$ cat src/hdl/message_slot_mailbox_core_macros.svh
// Assertion macros for the message slot mailbox.
// Used by message_slot_mailbox_core; no other dependencies.
`ifndef MESSAGE_SLOT_MAILBOX_CORE_MACROS_SVH
`define MESSAGE_SLOT_MAILBOX_CORE_MACROS_SVH
`ifndef SYNTHESIS
`define MSM_ASSERT(label, prop) \
  label: assert property (@(posedge clk_i) disable iff (!rst_ni) prop) \
    else $error("mailbox assertion failed");
`define MSM_ASSERT_RST(label, prop) \
  label: assert property (@(posedge clk_i) prop) \
    else $error("mailbox reset assertion failed");
`else
`define MSM_ASSERT(label, prop)
`define MSM_ASSERT_RST(label, prop)
`endif
`endif

$ cat src/hdl/msm_pkg.sv
// Shared types and constants of the message slot mailbox.
// No dependencies; used by msm_front, msm_queue, msm_back, the core and the testbench.
`default_nettype none
package msm_pkg;

  typedef enum logic [1:0] {
    OP_INSERT   = 2'd0,
    OP_FIND_MSG = 2'd1,
    OP_FIND_RCV = 2'd2,
    OP_READ     = 2'd3
  } op_e;

  typedef enum logic [3:0] {
    RS_STORED     = 4'd0,
    RS_OVERWROTE  = 4'd1,
    RS_DROPPED    = 4'd2,
    RS_FULL       = 4'd3,
    RS_MATCH      = 4'd4,
    RS_COUNT      = 4'd5,
    RS_READ_OK    = 4'd6,
    RS_NOT_IN_USE = 4'd7,
    RS_TOO_LONG   = 4'd8,
    RS_ABORTED    = 4'd9
  } status_e;

  // Stored slot contents
  typedef struct packed {
    logic [31:0] msg_id;
    logic [31:0] src_id;
    logic [31:0] dst_id;
    logic [31:0] int_payload;
    logic [31:0] float_bits;
  } entry_t;

  // Classified command passed from front to back
  typedef struct packed {
    op_e         op;
    logic [31:0] key;
    entry_t      data;
    logic        must_deliver;
    logic [5:0]  entry_index;
    logic        entry_in_range;
    logic        batch_last;
  } cmd_t;

  typedef struct packed {
    status_e     status;
    logic [5:0]  slot_index;
    logic [6:0]  match_count;
    entry_t      data;
    logic        last_result;
  } result_t;

  typedef struct packed {
    logic full;
    logic empty;
  } q_stat_t;

  localparam int unsigned QueueDepth = 2;

  function automatic result_t make_res(status_e st, logic [5:0] idx, logic [6:0] cnt,
                                       logic last);
    result_t r;
    r.status      = st;
    r.slot_index  = idx;
    r.match_count = cnt;
    r.data        = '0;
    r.last_result = last;
    return r;
  endfunction

endpackage
`default_nettype wire

$ cat src/hdl/msm_queue.sv
// Two-entry command queue between front and back ends.
// Depends on msm_pkg.
`default_nettype none
module msm_queue
  import msm_pkg::*;
(
  input  logic    clk_i,
  input  logic    rst_ni,
  input  logic    push_i,
  input  cmd_t    cmd_i,
  input  logic    pop_i,
  output cmd_t    cmd_o,
  output q_stat_t stat_o
);

  localparam int unsigned PtrW = $clog2(QueueDepth);

  cmd_t             mem_q [QueueDepth];
  logic [PtrW-1:0]  wr_ptr_q, rd_ptr_q;
  logic [PtrW:0]    cnt_q;

  assign stat_o.full  = (cnt_q == (PtrW+1)'(QueueDepth));
  assign stat_o.empty = (cnt_q == '0);
  assign cmd_o        = mem_q[rd_ptr_q];

  // Storage
  always_ff @(posedge clk_i) begin
    if (push_i) begin
      mem_q[wr_ptr_q] <= cmd_i;
    end
  end

  // Pointers and fill count
  always_ff @(posedge clk_i or negedge rst_ni) begin
    if (!rst_ni) begin
      wr_ptr_q <= '0;
      rd_ptr_q <= '0;
      cnt_q    <= '0;
    end else begin
      if (push_i) wr_ptr_q <= wr_ptr_q + 1'b1;
      if (pop_i)  rd_ptr_q <= rd_ptr_q + 1'b1;
      case ({push_i, pop_i})
        2'b10:   cnt_q <= cnt_q + 1'b1;
        2'b01:   cnt_q <= cnt_q - 1'b1;
        default: cnt_q <= cnt_q;
      endcase
    end
  end

endmodule
`default_nettype wire

$ cat config.mk
export PLATFORM = sky130hd
export DESIGN_NAME = msm_queue
export DESIGN_NICKNAME = d
export VERILOG_FILES = /design/src/hdl/message_slot_mailbox_core_macros.svh /design/src/hdl/msm_pkg.sv /design/src/hdl/msm_queue.sv
export SDC_FILE = /design/constraint.sdc
export NUM_CORES = 1
export LEC_CHECK = 0
export CAP_MARGIN = 40
export CORE_UTILIZATION = 50
export DETAILED_ROUTE_END_ITERATION = 10
export DONT_BUFFER_PORTS = 1
export PLACE_DENSITY = 0.73
export SYNTH_ARGS = -nofsm -noshare
export SYNTH_HDL_FRONTEND = slang
export SYNTH_SLANG_ARGS = --single-unit
$ cat constraint.sdc
create_clock -name clk_i -period 9.92 [get_ports clk_i]
set_input_delay 1.984 -clock clk_i [delete_from_list [all_inputs] [get_ports clk_i]]
set_output_delay 1.984 -clock clk_i [all_outputs]
set_load 0.02 [all_outputs]
==> run_results.csv, run 1 <==
group,metric,value,unit
run_status,status,"finished clean",
route,dr_total_vias,5904,
floorplan,num_io_pins,412,
sta,setup_viol,0,
synth,synth_cells,648,
cts,clock_sinks,410,
cts,clockRootBuffer,"clkbuf_16",
sta,hold_viol,0,
sta,finClkSkew,0.009063,ns
worst_setup_path,cp-end-kind,"output port",
sta,worst_slew_pin_slew,1.169,ns
route,ant_nets,0,
floorplan,die-area,0.03170,sq mm
sta,grt_setup_unrepaired,"false",
floorplan,design.core.area,0.03051,sq mm
pwr,leakage,6.093,nW
floorplan,die_w,178.0,um
cts,clk_pin_slew,0.05,ns
worst_setup_path,crit_arrival,2.56,ns
sta,slew_viol_final,0,
place,io_buffers,0,
cts,cts_tree,"yes",
place,dpl_cell_area,0.01597,sq mm
finish,multi_input_area,0.002977,sq mm
finish,fillers,2148,
cts,worstSkewPairLatency,0.51,ns
finish,regArea,0.01230,sq mm
route,drt-pass1-iter-count,4,
worst_setup_path,critical_path.max_stage_delay,0.71,ns
finish,most-common-layout-cells,"edfxtp_1 (406), mux2_4 (160), mux2_2 (43)",
synth,synth-seq-cells,410,
global_route,grt_pass1_wl,36990,um
sta,setup_tns,0,ns
worst_setup_path,rr_endpoint,"mem_q[0][47]",
synth,netlist_area,0.01550,sq mm
finish,fin_nets,887,
floorplan,num_rows,64,
sta,fin_crit_sh,45.83,%
global_route,antenna_found_initial,0,
cts,cts_setup_buffers,0,
floorplan,start_util,50.79,%
worst_hold_path,hold_path_class,"register to register",
global_route,grt_use_total,15.92,%
pwr,ir_drop,221.7,uV
worst_setup_path,reg2regPathDepth,4,
sta,clock.fmax,219.9,MHz
place,gp_congestion,0.7595,
worst_setup_path,setup.worst_path.end,"cmd_o[17]",
cts,cts_buffer_depth,3,
route,viasPerCell,5.348,
cts,ctsHoldBuffers,0,
worst_setup_path,crit_type,"register to output port",
pwr,p_per_area,319.3,mW/mm^2
sta,fin_crit,4.547,ns
synth,synthesis.nets,856,
worst_setup_path,critical_path.startpoint_type,"register",
route,remaining_drc_errors,0,
synth,synth_seq_area_share,79.32,%
synth,synth.distinct_cells,13,
finish,layout-drive-gt1-share,38.56,%
finish,antenna-diode-count,0,
finish,final_area,0.01722,sq mm
finish,final_common_cell,"edfxtp_1",
route,totalWireLength,26800,um
worst_setup_path,cp_data_required_time,7.94,ns
worst_setup_path,timing.critical_path.buf_inv,1,
global_route,grt_pass1_vias,6143,
worst_setup_path,slowest_stage,"dfrtp_4",
global_route,grt_max_degree,123,
finish,syn2layout_area_growth,11.10,%
sta,relSlewSlack,22.07,%
place,hpwl,18860,um
synth,syn_area_per_cell,23.91,sq um
route,routedWlPerCell,24.28,um
worst_setup_path,path_depth,2,
worst_setup_path,timing.rr.start,"wr_ptr_q",
route,initialDrtViolationCount,459,
floorplan,die_h,178.0,um
worst_setup_path,crit_family,"flip-flops",
synth,yosys_warnings,0,
global_route,grt-ovfl-total,0,
worst_setup_path,cp_max_fo,122,
cts,cts-resized-gates,0,
worst_setup_path,cp_cell_sequence,"buf_12 -> mux2_4",
worst_setup_path,crit_start,"rd_ptr_q",
job,cap_violations,0,
worst_setup_path,rrSetupSlack,7.34,ns
cts,h-tree-depth,2,
cts,cts_buffers,40,
-- registers in the layout (all words and copies together) (netlist names) --
register / flops
wr_ptr_q: 1
cnt_q: 2
mem_q: 406
rd_ptr_q: 1
-- metal layers --
layer	vias up	track usage, %	wire [um]
met2	296	27.69	13830
met1	2922	16.56	8728
li1	2644	-	-
met4	0	5.805	659
met3	42	7.694	3591
met5	-	0	0
-- kinds of logic after synthesis --
family / share of synthesized area (%)
xor+xnor: 0.2827
fa+ha+maj: 0.08073
buf+inv: 1.534
flops: 79.32
mux: 18.63
simple gates: 0.1535
-- per-stage QoR --
stage | worst slack (ns) | utilization (%) | std cells | hold WS (ns) | total power [mW]
after CTS | 5.371 | 56.43 | 1104 | 0.5201 | 5.557
after detailed placement | 5.737 | 52.33 | 1033 | 0.5055 | 4.134
after floorplan | 2.164 | - | 648 | 0.4563 | 3.959
after global routing | 5.334 | 56.43 | 1104 | 0.5246 | 5.694
after global placement | 5.743 | 51.91 | 1028 | 0.4827 | 4.051
final | 5.373 | 56.43 | 1104 | 0.5249 | 5.497
-- how the worst min path moves through the flow --
stage                     depth (start not counted)      from        to
after global placement                            1  cnt_q[1]  cnt_q[1]
after global routing                              1  cnt_q[1]  cnt_q[1]
after CTS                                         1  cnt_q[1]  cnt_q[1]
after floorplan                                   1  cnt_q[1]  cnt_q[1]
after detailed placement                          1  cnt_q[1]  cnt_q[1]
final                                             1  cnt_q[1]  cnt_q[1]
-- Yosys cell counts, drive strengths merged --
master | instances | share of area [%]
dfrtp | 4 | 0.65
nor2b | 1 | 0.040
nor2 | 3 | 0.073
mux2 | 203 | 19
edfxtp | 406 | 79
ha | 1 | 0.081
buf | 23 | 1.5
inv | 1 | 0.024
and2 | 1 | 0.040
xor2 | 3 | 0.17
xnor2 | 2 | 0.11
-- cell type report --
type                       count  area share (%)
sequential                   410           71.42
multi-input combinational    214           17.29
clock buffer                  49           6.192
tap                          396           2.878
timing repair buffer          12           1.134
clock inverter                22           1.068
inverter                       1         0.02180
-- power by group --
part | switching [mW] | internal, mW | total (mW)
logic | 1.02 | 0.649 | 1.67
clock network | 0.578 | 0.841 | 1.42
registers | 0.111 | 2.30 | 2.41
(Power assumes the default switching activity.)
==> run 2: changes to the inputs <==
Clock period 9.92 ns to 4.1 ns, I/O delays scaled along.
==> run 2 against run 1 <==
Against the previous run: global-route usage rose by 0.42 points; hold slack worse by 0.14 ns; setup slack worse by 4.4 ns; combinational power increased by 140%; cell count is 0.63% higher; clock power rose to 2.5 times the previous value; count of clock-buffer cells in the layout is 1 higher.
==> run_results.csv, run 2 (synthesis gave the netlist of run 1 again) <==
group,metric,value,unit
cts,clk_pin_slew,0.06,ns
worst_setup_path,reg2regPathDepth,2,
sta,clock.fmax,315.6,MHz
worst_setup_path,crit_family,"flip-flops",
global_route,grt-ovfl-total,0,
worst_setup_path,cp_cell_sequence,"buf_4 -> mux2_2",
sta,hold_viol,0,
route,ant_nets,0,
worst_setup_path,slowest_stage,"dfrtp_4",
sta,slew_viol_final,0,
finish,largest_reg_flops,406,
floorplan,die_w,178.0,um
global_route,grt_max_degree,64,
worst_hold_path,min_delay_path_depth,1,
finish,syn2layout_area_growth,11.40,%
cts,cts_setup_buffers,0,
pwr,swShare,31.53,%
sta,fin_hold_ws,0.3886,ns
finish,regMostFlops,"mem_q",
finish,reg_top3,"mem_q: 406 flops, cnt_q: 2 flops",
floorplan,design.core.area,0.03051,sq mm
route,initialDrtViolationCount,315,
global_route,antenna_found_initial,0,
cts,cts_tree,"yes",
floorplan,start_util,50.79,%
route,wl_met1,8878,um
sta,setup_viol,0,
floorplan,die_h,178.0,um
route,wl_met2,14390,um
floorplan,num_rows,64,
sta,finClkSkew,0.005167,ns
finish,most-common-layout-cells,"edfxtp_1 (406), mux2_4 (160), mux2_2 (43)",
worst_setup_path,crit_type,"register to output port",
cts,ctsHoldBuffers,1,
run_status,status,"finished clean",
global_route,grt_pass1_wl,38000,um
sta,fin_crit,3.168,ns
route,dr_total_vias,6002,
route,remaining_drc_errors,0,
place,dp_cells,1035,
place,gp_congestion,0.7852,
worst_setup_path,cp-end-kind,"output port",
worst_hold_path,hold_path_class,"input port to register",
finish,fin_nets,891,
global_route,grt_pass1_vias,6332,
finish,antenna-diode-count,0,
cts,cts_buffers,41,
finish,instances_no_fill,1111,
floorplan,die-area,0.03170,sq mm
route,top_layer_used,"met4",
worst_setup_path,crit_arrival,2.35,ns
worst_setup_path,path_depth,2,
finish,layout-drive-gt1-share,39.44,%
route,wl_met3,3600,um
sta,grt_setup_unrepaired,"false",
worst_setup_path,timing.critical_path.buf_inv,1,
cts,cts_buffer_depth,3,
cts,cts-resized-gates,0,
cts,clockRootBuffer,"clkbuf_16",
pwr,seqPwrFrac,43.7,%
sta,fin_crit_sh,77.28,%
cts,clock_sinks,410,
pwr,switchingPower,4.218,mW
cts,h-tree-depth,2,
pwr,p_clk_share,26.5,%
sta,relSlewSlack,51.76,%
route,viasPerCell,5.402,
worst_setup_path,critical_path.max_stage_delay,0.79,ns
worst_setup_path,cp_data_required_time,3.28,ns
place,io_buffers,0,
pwr,finalPower,13.38,mW
pwr,p_per_area,774.9,mW/mm^2
route,totalWireLength,27600,um
sta,worst_slew_pin_slew,0.7219,ns
worst_setup_path,cp_max_fo,36,
global_route,grt_use_total,16.34,%
place,hpwl,18890,um
pwr,ir_drop,410.5,uV
pwr,power_frac_comb,29.8,%
cts,worstSkewPairLatency,0.51,ns
route,drt-pass1-iter-count,4,
job,cap_violations,0,
worst_setup_path,critical_path.startpoint_type,"register",
pwr,intPower,9.160,mW
pwr,leakage,6.105,nW
route,routedWlPerCell,24.84,um
finish,final_common_cell,"edfxtp_1",
floorplan,num_io_pins,412,
==> run 2: cell types whose count changed in the layout (fill, tap and decap cells not counted), moves of 2 or more <==
cell | before | now
buf_4 | 6 | 9
clkinv_1 | 9 | 6
clkinv_2 | 7 | 9
buf_12 | 2 | 5
clkinvlp_4 | 1 | 5
clkinv_4 | 2 | 0
buf_16 | 4 | 0
==> run 2: layout make-up <==
| type | instances | area [sq um] |
|---|---|---|
| Tap cell | 396 | 495.5 |
| Sequential cell | 410 | 12300 |
| Clock inverter | 25 | 220.2 |
| Timing Repair Buffer | 15 | 177.7 |
| Clock buffer | 50 | 1081 |
| Multi-Input combinational cell | 214 | 2977 |
| Inverter | 1 | 16.27 |
| Fill cell | 2138 | 13250 |
==> run 2: power by group through the flow <==
stage | Combinational (mW) | Clock, mW | Sequential (mW)
final | 3.99 | 3.55 | 5.84
after global placement | 3.97 | 0 | 5.88
after global routing | 4.16 | 3.80 | 5.91
after detailed placement | 4.03 | 0 | 5.94
after floorplan | 3.63 | 0 | 5.86
after CTS | 4.04 | 3.65 | 5.85
==> run 2: per-stage QoR <==
stage,setup TNS (ns),setup WS [ns],cell area [sq um],utilization (%)
6_report,0,0.9316,17260,56.58
5_1_grt,0,0.8247,17260,56.58
4_1_cts,0,0.8739,17260,56.58
3_5_place_dp,0,1.446,15950,52.28
3_3_place_gp,0,1.510,15950,52.28
2_1_floorplan,-30.75,-0.1515,15520,-
==> run 2: layer usage <==
metal  up-vias  global-route usage [%]
met3        48                   7.886
met4         0                   6.303
met2       315                   29.10
met1      2989                   16.25
li1       2650                       -
met5         -                       0
==> run 2: path summary, 6_finish.rpt <==
path	slack, ns	startpoint	end
setup / recovery	0.93	rd_ptr_q	cmd_o[190]
hold / removal	0.39	push_i	wr_ptr_q
setup reg to reg	2.19	wr_ptr_q	mem_q[0][23]
hold reg to reg	0.51	cnt_q[1]	cnt_q[1]
max in group asynchronous	3.29	rst_ni	rd_ptr_q
min in group asynchronous	0.59	rst_ni	rd_ptr_q
==> run 2: worst register-to-register path, stage by stage (launching register included) <==
cell	delay, ns
dfrtp_1	0.43
nor2_4	0.57
buf_4	0.53
