$ cat src/hdl/message_slot_mailbox_core_macros.svh
// Assertion macros for the message slot mailbox.
// Used by message_slot_mailbox_core; no other dependencies.
`ifndef MESSAGE_SLOT_MAILBOX_CORE_MACROS_SVH
`define MESSAGE_SLOT_MAILBOX_CORE_MACROS_SVH
`ifndef SYNTHESIS
`define MSM_ASSERT(label, prop) \
  label: assert property (@(posedge clk_i) disable iff (!rst_ni) prop) \
    else $error("mailbox assertion failed");
`define MSM_ASSERT_RST(label, prop) \
  label: assert property (@(posedge clk_i) prop) \
    else $error("mailbox reset assertion failed");
`else
`define MSM_ASSERT(label, prop)
`define MSM_ASSERT_RST(label, prop)
`endif
`endif

$ cat src/hdl/msm_pkg.sv
// Shared types and constants of the message slot mailbox.
// No dependencies; used by msm_front, msm_queue, msm_back, the core and the testbench.
`default_nettype none
package msm_pkg;

  typedef enum logic [1:0] {
    OP_INSERT   = 2'd0,
    OP_FIND_MSG = 2'd1,
    OP_FIND_RCV = 2'd2,
    OP_READ     = 2'd3
  } op_e;

  typedef enum logic [3:0] {
    RS_STORED     = 4'd0,
    RS_OVERWROTE  = 4'd1,
    RS_DROPPED    = 4'd2,
    RS_FULL       = 4'd3,
    RS_MATCH      = 4'd4,
    RS_COUNT      = 4'd5,
    RS_READ_OK    = 4'd6,
    RS_NOT_IN_USE = 4'd7,
    RS_TOO_LONG   = 4'd8,
    RS_ABORTED    = 4'd9
  } status_e;

  // Stored slot contents
  typedef struct packed {
    logic [31:0] msg_id;
    logic [31:0] src_id;
    logic [31:0] dst_id;
    logic [31:0] int_payload;
    logic [31:0] float_bits;
  } entry_t;

  // Classified command passed from front to back
  typedef struct packed {
    op_e         op;
    logic [31:0] key;
    entry_t      data;
    logic        must_deliver;
    logic [5:0]  entry_index;
    logic        entry_in_range;
    logic        batch_last;
  } cmd_t;

  typedef struct packed {
    status_e     status;
    logic [5:0]  slot_index;
    logic [6:0]  match_count;
    entry_t      data;
    logic        last_result;
  } result_t;

  typedef struct packed {
    logic full;
    logic empty;
  } q_stat_t;

  localparam int unsigned QueueDepth = 2;

  function automatic result_t make_res(status_e st, logic [5:0] idx, logic [6:0] cnt,
                                       logic last);
    result_t r;
    r.status      = st;
    r.slot_index  = idx;
    r.match_count = cnt;
    r.data        = '0;
    r.last_result = last;
    return r;
  endfunction

endpackage
`default_nettype wire

$ cat src/hdl/msm_if.sv
// Valid/ready channel interfaces for mailbox commands and results.
// No dependencies.
`default_nettype none
interface msm_in_if;
  logic               valid;
  logic               ready;
  logic [1:0]         op;
  logic signed [31:0] msg_id;
  logic signed [31:0] src_id;
  logic signed [31:0] dst_id;
  logic signed [31:0] int_payload;
  logic [31:0]        float_bits;
  logic               must_deliver;
  logic [5:0]         entry_index;
  logic               batch_last;

  modport source (output valid, op, msg_id, src_id, dst_id, int_payload,
                  float_bits, must_deliver, entry_index, batch_last, input ready);
  modport sink (input valid, op, msg_id, src_id, dst_id, int_payload,
                float_bits, must_deliver, entry_index, batch_last, output ready);
endinterface

`default_nettype wire

$ cat src/hdl/msm_front.sv
// Front end: accepts input words and classifies them into commands.
// Depends on msm_pkg and msm_in_if.
`default_nettype none
module msm_front
  import msm_pkg::*;
#(
  parameter int unsigned TABLE_DEPTH = 64
) (
  msm_in_if.sink   in_if,
  input  q_stat_t  q_stat_i,
  output logic     push_o,
  output cmd_t     cmd_o
);

  localparam int unsigned IdxW = $clog2(TABLE_DEPTH);
  localparam int unsigned EW   = (IdxW > 6) ? IdxW + 1 : 7;

  assign in_if.ready = !q_stat_i.full;
  assign push_o      = in_if.valid && in_if.ready;

  // Pick the search key and flag indexes beyond the table
  always_comb begin
    cmd_o.op                = op_e'(in_if.op);
    cmd_o.key               = (in_if.op == OP_FIND_MSG) ? in_if.msg_id : in_if.dst_id;
    cmd_o.data.msg_id       = in_if.msg_id;
    cmd_o.data.src_id       = in_if.src_id;
    cmd_o.data.dst_id       = in_if.dst_id;
    cmd_o.data.int_payload  = in_if.int_payload;
    cmd_o.data.float_bits   = in_if.float_bits;
    cmd_o.must_deliver      = in_if.must_deliver;
    cmd_o.entry_index       = in_if.entry_index;
    cmd_o.entry_in_range    = EW'(in_if.entry_index) < EW'(TABLE_DEPTH);
    cmd_o.batch_last        = in_if.batch_last;
  end

endmodule
`default_nettype wire

$ cat src/flat_wrapper.sv
// flat-port wrapper written by rule: the top's interface ports become plain ports
module msm_front_flat import msm_pkg::*;
#(
  parameter int unsigned TABLE_DEPTH = 64
)
  (q_stat_i, push_o, cmd_o, in_if_valid, in_if_op, in_if_msg_id, in_if_src_id, in_if_dst_id, in_if_int_payload, in_if_float_bits, in_if_must_deliver, in_if_entry_index, in_if_batch_last, in_if_ready);
  msm_in_if in_if_i ();
  input  q_stat_t q_stat_i;
  output logic push_o;
  output cmd_t cmd_o;
  input wire logic [$bits(in_if_i.valid)-1:0] in_if_valid;
  input wire logic [$bits(in_if_i.op)-1:0] in_if_op;
  input wire logic [$bits(in_if_i.msg_id)-1:0] in_if_msg_id;
  input wire logic [$bits(in_if_i.src_id)-1:0] in_if_src_id;
  input wire logic [$bits(in_if_i.dst_id)-1:0] in_if_dst_id;
  input wire logic [$bits(in_if_i.int_payload)-1:0] in_if_int_payload;
  input wire logic [$bits(in_if_i.float_bits)-1:0] in_if_float_bits;
  input wire logic [$bits(in_if_i.must_deliver)-1:0] in_if_must_deliver;
  input wire logic [$bits(in_if_i.entry_index)-1:0] in_if_entry_index;
  input wire logic [$bits(in_if_i.batch_last)-1:0] in_if_batch_last;
  output wire logic [$bits(in_if_i.ready)-1:0] in_if_ready;
  assign in_if_i.valid = in_if_valid;
  assign in_if_i.op = in_if_op;
  assign in_if_i.msg_id = in_if_msg_id;
  assign in_if_i.src_id = in_if_src_id;
  assign in_if_i.dst_id = in_if_dst_id;
  assign in_if_i.int_payload = in_if_int_payload;
  assign in_if_i.float_bits = in_if_float_bits;
  assign in_if_i.must_deliver = in_if_must_deliver;
  assign in_if_i.entry_index = in_if_entry_index;
  assign in_if_i.batch_last = in_if_batch_last;
  assign in_if_ready = in_if_i.ready;
  msm_front #(.TABLE_DEPTH(TABLE_DEPTH)) u_core (.in_if(in_if_i), .q_stat_i(q_stat_i), .push_o(push_o), .cmd_o(cmd_o));
endmodule
$ cat config.mk
export PLATFORM = sky130hd
export DESIGN_NAME = msm_front_flat
export DESIGN_NICKNAME = d
export VERILOG_FILES = /design/src/hdl/message_slot_mailbox_core_macros.svh /design/src/hdl/msm_pkg.sv /design/src/hdl/msm_if.sv /design/src/hdl/msm_front.sv /design/src/flat_wrapper.sv
export SDC_FILE = /design/constraint.sdc
export NUM_CORES = 1
export LEC_CHECK = 0
export ABC_AREA = 0
export ABC_CLOCK_PERIOD_IN_PS = 2370
export BUFFER_PORTS_ARGS = -buffer_cell sky130_fd_sc_hd__buf_2
export CAP_MARGIN = 0
export CORE_AREA = 5 5 145 147
export DETAILED_ROUTE_END_ITERATION = 8
export DIE_AREA = 0 0 150 152
export PLACE_DENSITY = 0.38
export SYNTH_ARGS = -nofsm -noshare
export SYNTH_HDL_FRONTEND = slang
export SYNTH_SLANG_ARGS = --single-unit
$ cat constraint.sdc
create_clock -name vclk -period 2.37
set_input_delay 0.3555 -clock vclk [all_inputs]
set_output_delay 0.3555 -clock vclk [all_outputs]
set_load 0.01 [all_outputs]
==> results by group, run 1 <==
Global route
  – Grt met1 use: 2.97%
  – Pin count of the biggest net entering global routing: 33
  – First-pass GRT wire length: 6.40 mm
  – Total GRT Usage: 3.51%
  – Number of global-route vias before repair: 1111
  – GRT overflow: 0
  – Global routing usage on met2: 6.14%
  – Grt met3 use: 0.953%
  – Initial antenna violation count: 0
  – Most Crowded Layer GR: met2

Cells and area
  – Final cell count without fillers: 475
  – Layout cells sized above 1: 98.5%
  – Sequential cell area: 0 um^2
  – Clock buffer count: 0
  – Synthesis-to-finish area growth: -8.43%
  – Seq Cell Count: 0
  – Nets@finish: 380
  – # diodes: 0

Detailed routing
  – WL per Instance: 10.5 um
  – Vias: 1117
  – Initial DRC count: 14
  – Router iterations before antenna repair: 2
  – Total routed wirelength: 5.00 mm
  – Vias/cell: 2.35
  – DRC viols: 0
  – Post-DRT Antenna Nets: 0

Place
  – Dpl hpwl: 4.46 mm
  – Port Buffers: 168
  – Post-Place Cells: 475
  – GP Congestion: 0.609

Synthesis
  – Netlist cell types: 9
  – Post-synthesis adder-cell area fraction: 0%
  – Compound-gate portion of the synthesized area: 0%
  – Synth warnings: 0
  – Register area share after synthesis: 0%
  – Leading area contributor after synthesis: buf_4
  – Syn_area_per_cell: 8.79 um^2
  – Cell area after synthesis: 1860 um^2
  – Post-Synth Simple-Gate Area: 1.08%
  – Post-synthesis xor/xnor area fraction: 0%
  – Syn Inst Count: 211
  – Synth top area cells: buf_4, mux2_4, buf_12
  – Mux cell area share after synthesis: 25.5%
  – Largest family of logic cells by synthesized area: buffers and inverters
  – Top-area cell type share of the netlist area: 69.2%
  – Syn_nets: 384

Timing
  – Fin crit share: 73.4%
  – Max Slew Vio Count: 0
  – Crit path time final: 1.74 ns
  – Final setup viols: 0
  – Endpoints failing hold: 0
  – RSZ-0062 raised after global routing: false
  – Hold slack: 0.711 ns
  – Setup TNS Final: 0 ns
  – Fmax: 0.575 GHz

Job
  – Max Cap Violations: 0

Worst setup path
  – Setup crit start kind: input port
  – Required time worst endpoint: 2.01 ns
  – CP arrival: 1.38 ns
  – Worst-path maximum fanout: 32
  – Crit Path Class: in2out
  – CP endpoint kind: primary output

Floorplanning
  – Io pins: 378
  – Core area: 19800 um^2
  – Starting Density: 9.38%
  – Chip Width: 150 um
  – Die ar.: 22800 um^2
  – Row cnt: 52
  – Die height: 152 um

Power and ir drop
  – Leakage: 0.921 nW
  – Worst VDD drop: 0.0768 mV
  – Power per cell area: 191 nW/um^2
  – Pwr Total: 0.325 mW

Clock network
  – CTS Hold Bufs: 0
  – # resized after CTS: 0
  – Post-CTS Setup Inserts: 0

Run status
  – Status: completed

Min path
  – Hold/Removal Path Class: in2out
[layer usage]
metal  share of wire (%)  up-vias
met5                   0        -
met4                  12        0
met3                  15       62
met2                  45      127
met1                  28      452
li1                    -      476
[cells in the mapped netlist (all sizes together)]
cell and instances:
mux2 32, conb 1, nor2b 2, inv 1, buf 175
[metrics by stage]
stage	setup slack (ns)	utilization, %	area, um^2
finish	0.630	8.59	1700
global route	0.559	8.59	1700
CTS	0.599	8.59	1700
detailed placement	0.605	8.59	1700
global placement	0.616	8.59	1700
floorplan	0.962	-	1860
[where the power goes]
| group | switching [mW] | total [mW] | leakage [nW] | internal, mW |
|---|---|---|---|---|
| combinational | 0.150 | 0.325 | 0.921 | 0.175 |
| sequential | 0 | 0 | 0 | 0 |
| clock | 0 | 0 | 0 | 0 |
| total | 0.150 | 0.325 | 0.921 | 0.175 |
[cells by family after synthesis]
kind of cell           Yosys count
buffers and inverters          176
multiplexers                    32
AND/OR/NAND/NOR                  2
other                            1
[cell usage in the layout (no fill, tap or decap)]
| cell type | n |
|---|---|
| buf_12 | 1 |
| inv_1 | 1 |
| mux2_4 | 30 |
| buf_2 | 168 |
| conb_1 | 1 |
| nor2b_4 | 1 |
| mux2_2 | 2 |
| nor2b_1 | 1 |
[critical path: stages]
cell     delay (ns)
buf_2          0.09
nor2b_4        0.15
buf_12         0.26
mux2_4         0.34
buf_2          0.14
[cell type report]
type / instances / area, um^2
fillers: 2345 / 18100
inverters: 1 / 3.75
multi-input cells: 35 / 497
well taps: 270 / 338
repair buffers: 169 / 861
[path summary, 6_finish.rpt]
path | startpoint | end | slack [ns] | cells past startpoint
min | in_if_src_id[30] | cmd_o[135] | 0.71 | 0
max | in_if_op[0] | cmd_o[192] | 0.63 | 5
Power figures use the tool's default switching activity.
==> run 2, diff against run 1 <==
ABC_CLOCK_PERIOD_IN_PS = 1600   (was 2370)
CORE_AREA = 5 5 142 144   (was 5 5 145 147)
DIE_AREA = 0 0 147 149   (was 0 0 150 152)
PLACE_DENSITY = 0.41   (was 0.38)
clock period = 1.6 ns   (was 2.37 ns; I/O delays follow)
==> run 2 against run 1 <==
Via count about the same; final cell count is 7.4% lower; setup slack got worse by 0.46 ns; critical path depth is the same; highest routed layer unchanged; critical endpoint is now cmd_o[200]; largest power group unchanged; cell area fell by 1.5%.
==> results by group, run 2 (synthesized netlist as in run 1, its figures left out) <==
Timing
  – Setup TNS Final: 0 ns (unchanged)
  – Fin crit share: 89.6%
  – RSZ-0062 raised after global routing: false
  – Crit path time final: 1.43 ns
  – Fmax: 0.698 GHz
  – Endpoints failing hold: 0 (unchanged)
  – Hold slack: 0.480 ns (-0.231 ns)
  – Worst setup margin: 0.167 ns (-0.463 ns)
  – Final setup viols: 0 (unchanged)
  – Max Slew Vio Count: 0 (unchanged)

Clock network
  – CTS Hold Bufs: 0 (unchanged)
  – Post-CTS Setup Inserts: 0 (unchanged)
  – # resized after CTS: 0 (unchanged)

Global route
  – GRT overflow: 0 (unchanged)
  – Pin count of the biggest net entering global routing: 17 (-48%)
  – Number of global-route vias before repair: 1186 (+6.8%)
  – First-pass GRT wire length: 6.48 mm (+1.3%)
  – Total GRT Usage: 3.56% (+0.047 points)
  – Initial antenna violation count: 0 (unchanged)

Worst setup path
  – Worst-path maximum fanout: 16 (-50%)
  – CP arrival: 1.19 ns (-0.19 ns)
  – Crit Path Class: in2out
  – CP endpoint kind: primary output
  – Required time worst endpoint: 1.36 ns (-0.65 ns)
  – Crit. Startpoint: in_if_op[1]
  – Setup crit start kind: input port

Detailed routing
  – DRC viols: 0 (unchanged)
  – Router iterations before antenna repair: 2 (unchanged)
  – Initial DRC count: 13 (-1)
  – Post-DRT Antenna Nets: 0 (unchanged)
  – Total routed wirelength: 4.69 mm (-6.2%)
  – Vias/cell: 2.54 (+8.1%)
  – Vias: 1118 (+0.090%)
  – WL per Instance: 10.7 um (+1.3%)

Cells and area
  – Multi-input gate area: 497 um^2 (unchanged)
  – Commonest non-fill, non-tap cell in the layout: buf_2
  – Clock buffer count: 0 (unchanged)
  – Filler cells: 2124 (-9.4%)
  – Seq Cell Count: 0 (unchanged)
  – Synthesis-to-finish area growth: -9.78%
  – Layout cells sized above 1: 98.5% (about the same)
  – Most frequent cells in the layout: buf_2, mux2_4, mux2_2, buf_12
  – # diodes: 0 (unchanged)
  – Fin util: 9.01% (+0.42 points)
  – Nets@finish: 381 (+0.26%)
  – Sequential cell area: 0 um^2 (unchanged)

Floorplanning
  – Chip Width: 147 um (-2.0%)
  – Starting Density: 9.99% (+0.61 points)
  – Die height: 149 um (-2.0%)
  – Die ar.: 21900 um^2 (-3.9%)
  – Row cnt: 50 (-3.8%)
  – Io pins: 378 (unchanged)
  – Core area: 18600 um^2 (-6.1%)

Min path
  – Hold Path Origin: in_if_src_id[1]
  – Hold/Removal Path Class: in2out
  – Hold path depth: 0 (unchanged)

Power and ir drop
  – Power per cell area: 292 nW/um^2 (+53%)
  – Pwr Total: 0.489 mW (+50%)
  – Worst VDD drop: 0.0939 mV (+22%)
  – Leakage: 0.929 nW (+0.95%)

Place
  – GP Congestion: 0.641 (+5.2%)
  – Dpl hpwl: 4.36 mm (-2.3%)
  – Dpl ws: 0.145 ns (-0.460 ns)
  – Port Buffers: 168 (unchanged)

Run status
  – Status: completed

Job
  – Max Cap Violations: 0 (unchanged)
-- run 2: cell types whose count changed in the layout (fill, tap and decap cells not counted), sizes merged --
cell  before  now
buf      169  170
-- run 2: power breakdown --
part / leakage (nW) / internal (mW) / total, mW / switching (mW)
registers: 0 / 0 / 0 / 0
clock network: 0 / 0 / 0 / 0
logic: 0.929 / 0.263 / 0.489 / 0.226
total: 0.929 / 0.263 / 0.489 / 0.226
-- run 2: per-layer routing --
layer | part of all wire [%] | vias up | GRT usage (%)
met5 | 0 | - | 0
met4 | 4.4 | 0 | 1.86
met3 | 18 | 40 | 1.61
met2 | 48 | 130 | 6.08
met1 | 30 | 466 | 3.69
li1 | - | 482 | -
-- run 2: final timing paths --
check	endpoint	slack (ns)
worst min-delay path	cmd_o[106]	0.48
worst max-delay path	cmd_o[200]	0.17
-- run 2: critical path, stage by stage --
cell and delay, ns:
buf_2 0.12, nor2b_4 0.16, buf_12 0.19, mux2_2 0.34, buf_2 0.14
-- run 2: metrics by stage --
stage | instances | area (um^2)
3_5_place_dp | 440 | 1670
2_1_floorplan | 211 | 1860
6_report | 440 | 1670
4_1_cts | 440 | 1670
3_3_place_gp | 440 | 1670
5_1_grt | 440 | 1670
-- run 2: area by class of cell --
| cell class | instances | share of cell area, % |
|---|---|---|
| well taps | 234 | 17.5 |
| inverters | 1 | 0.224 |
| repair buffers | 170 | 52.6 |
| multi-input cells | 35 | 29.7 |
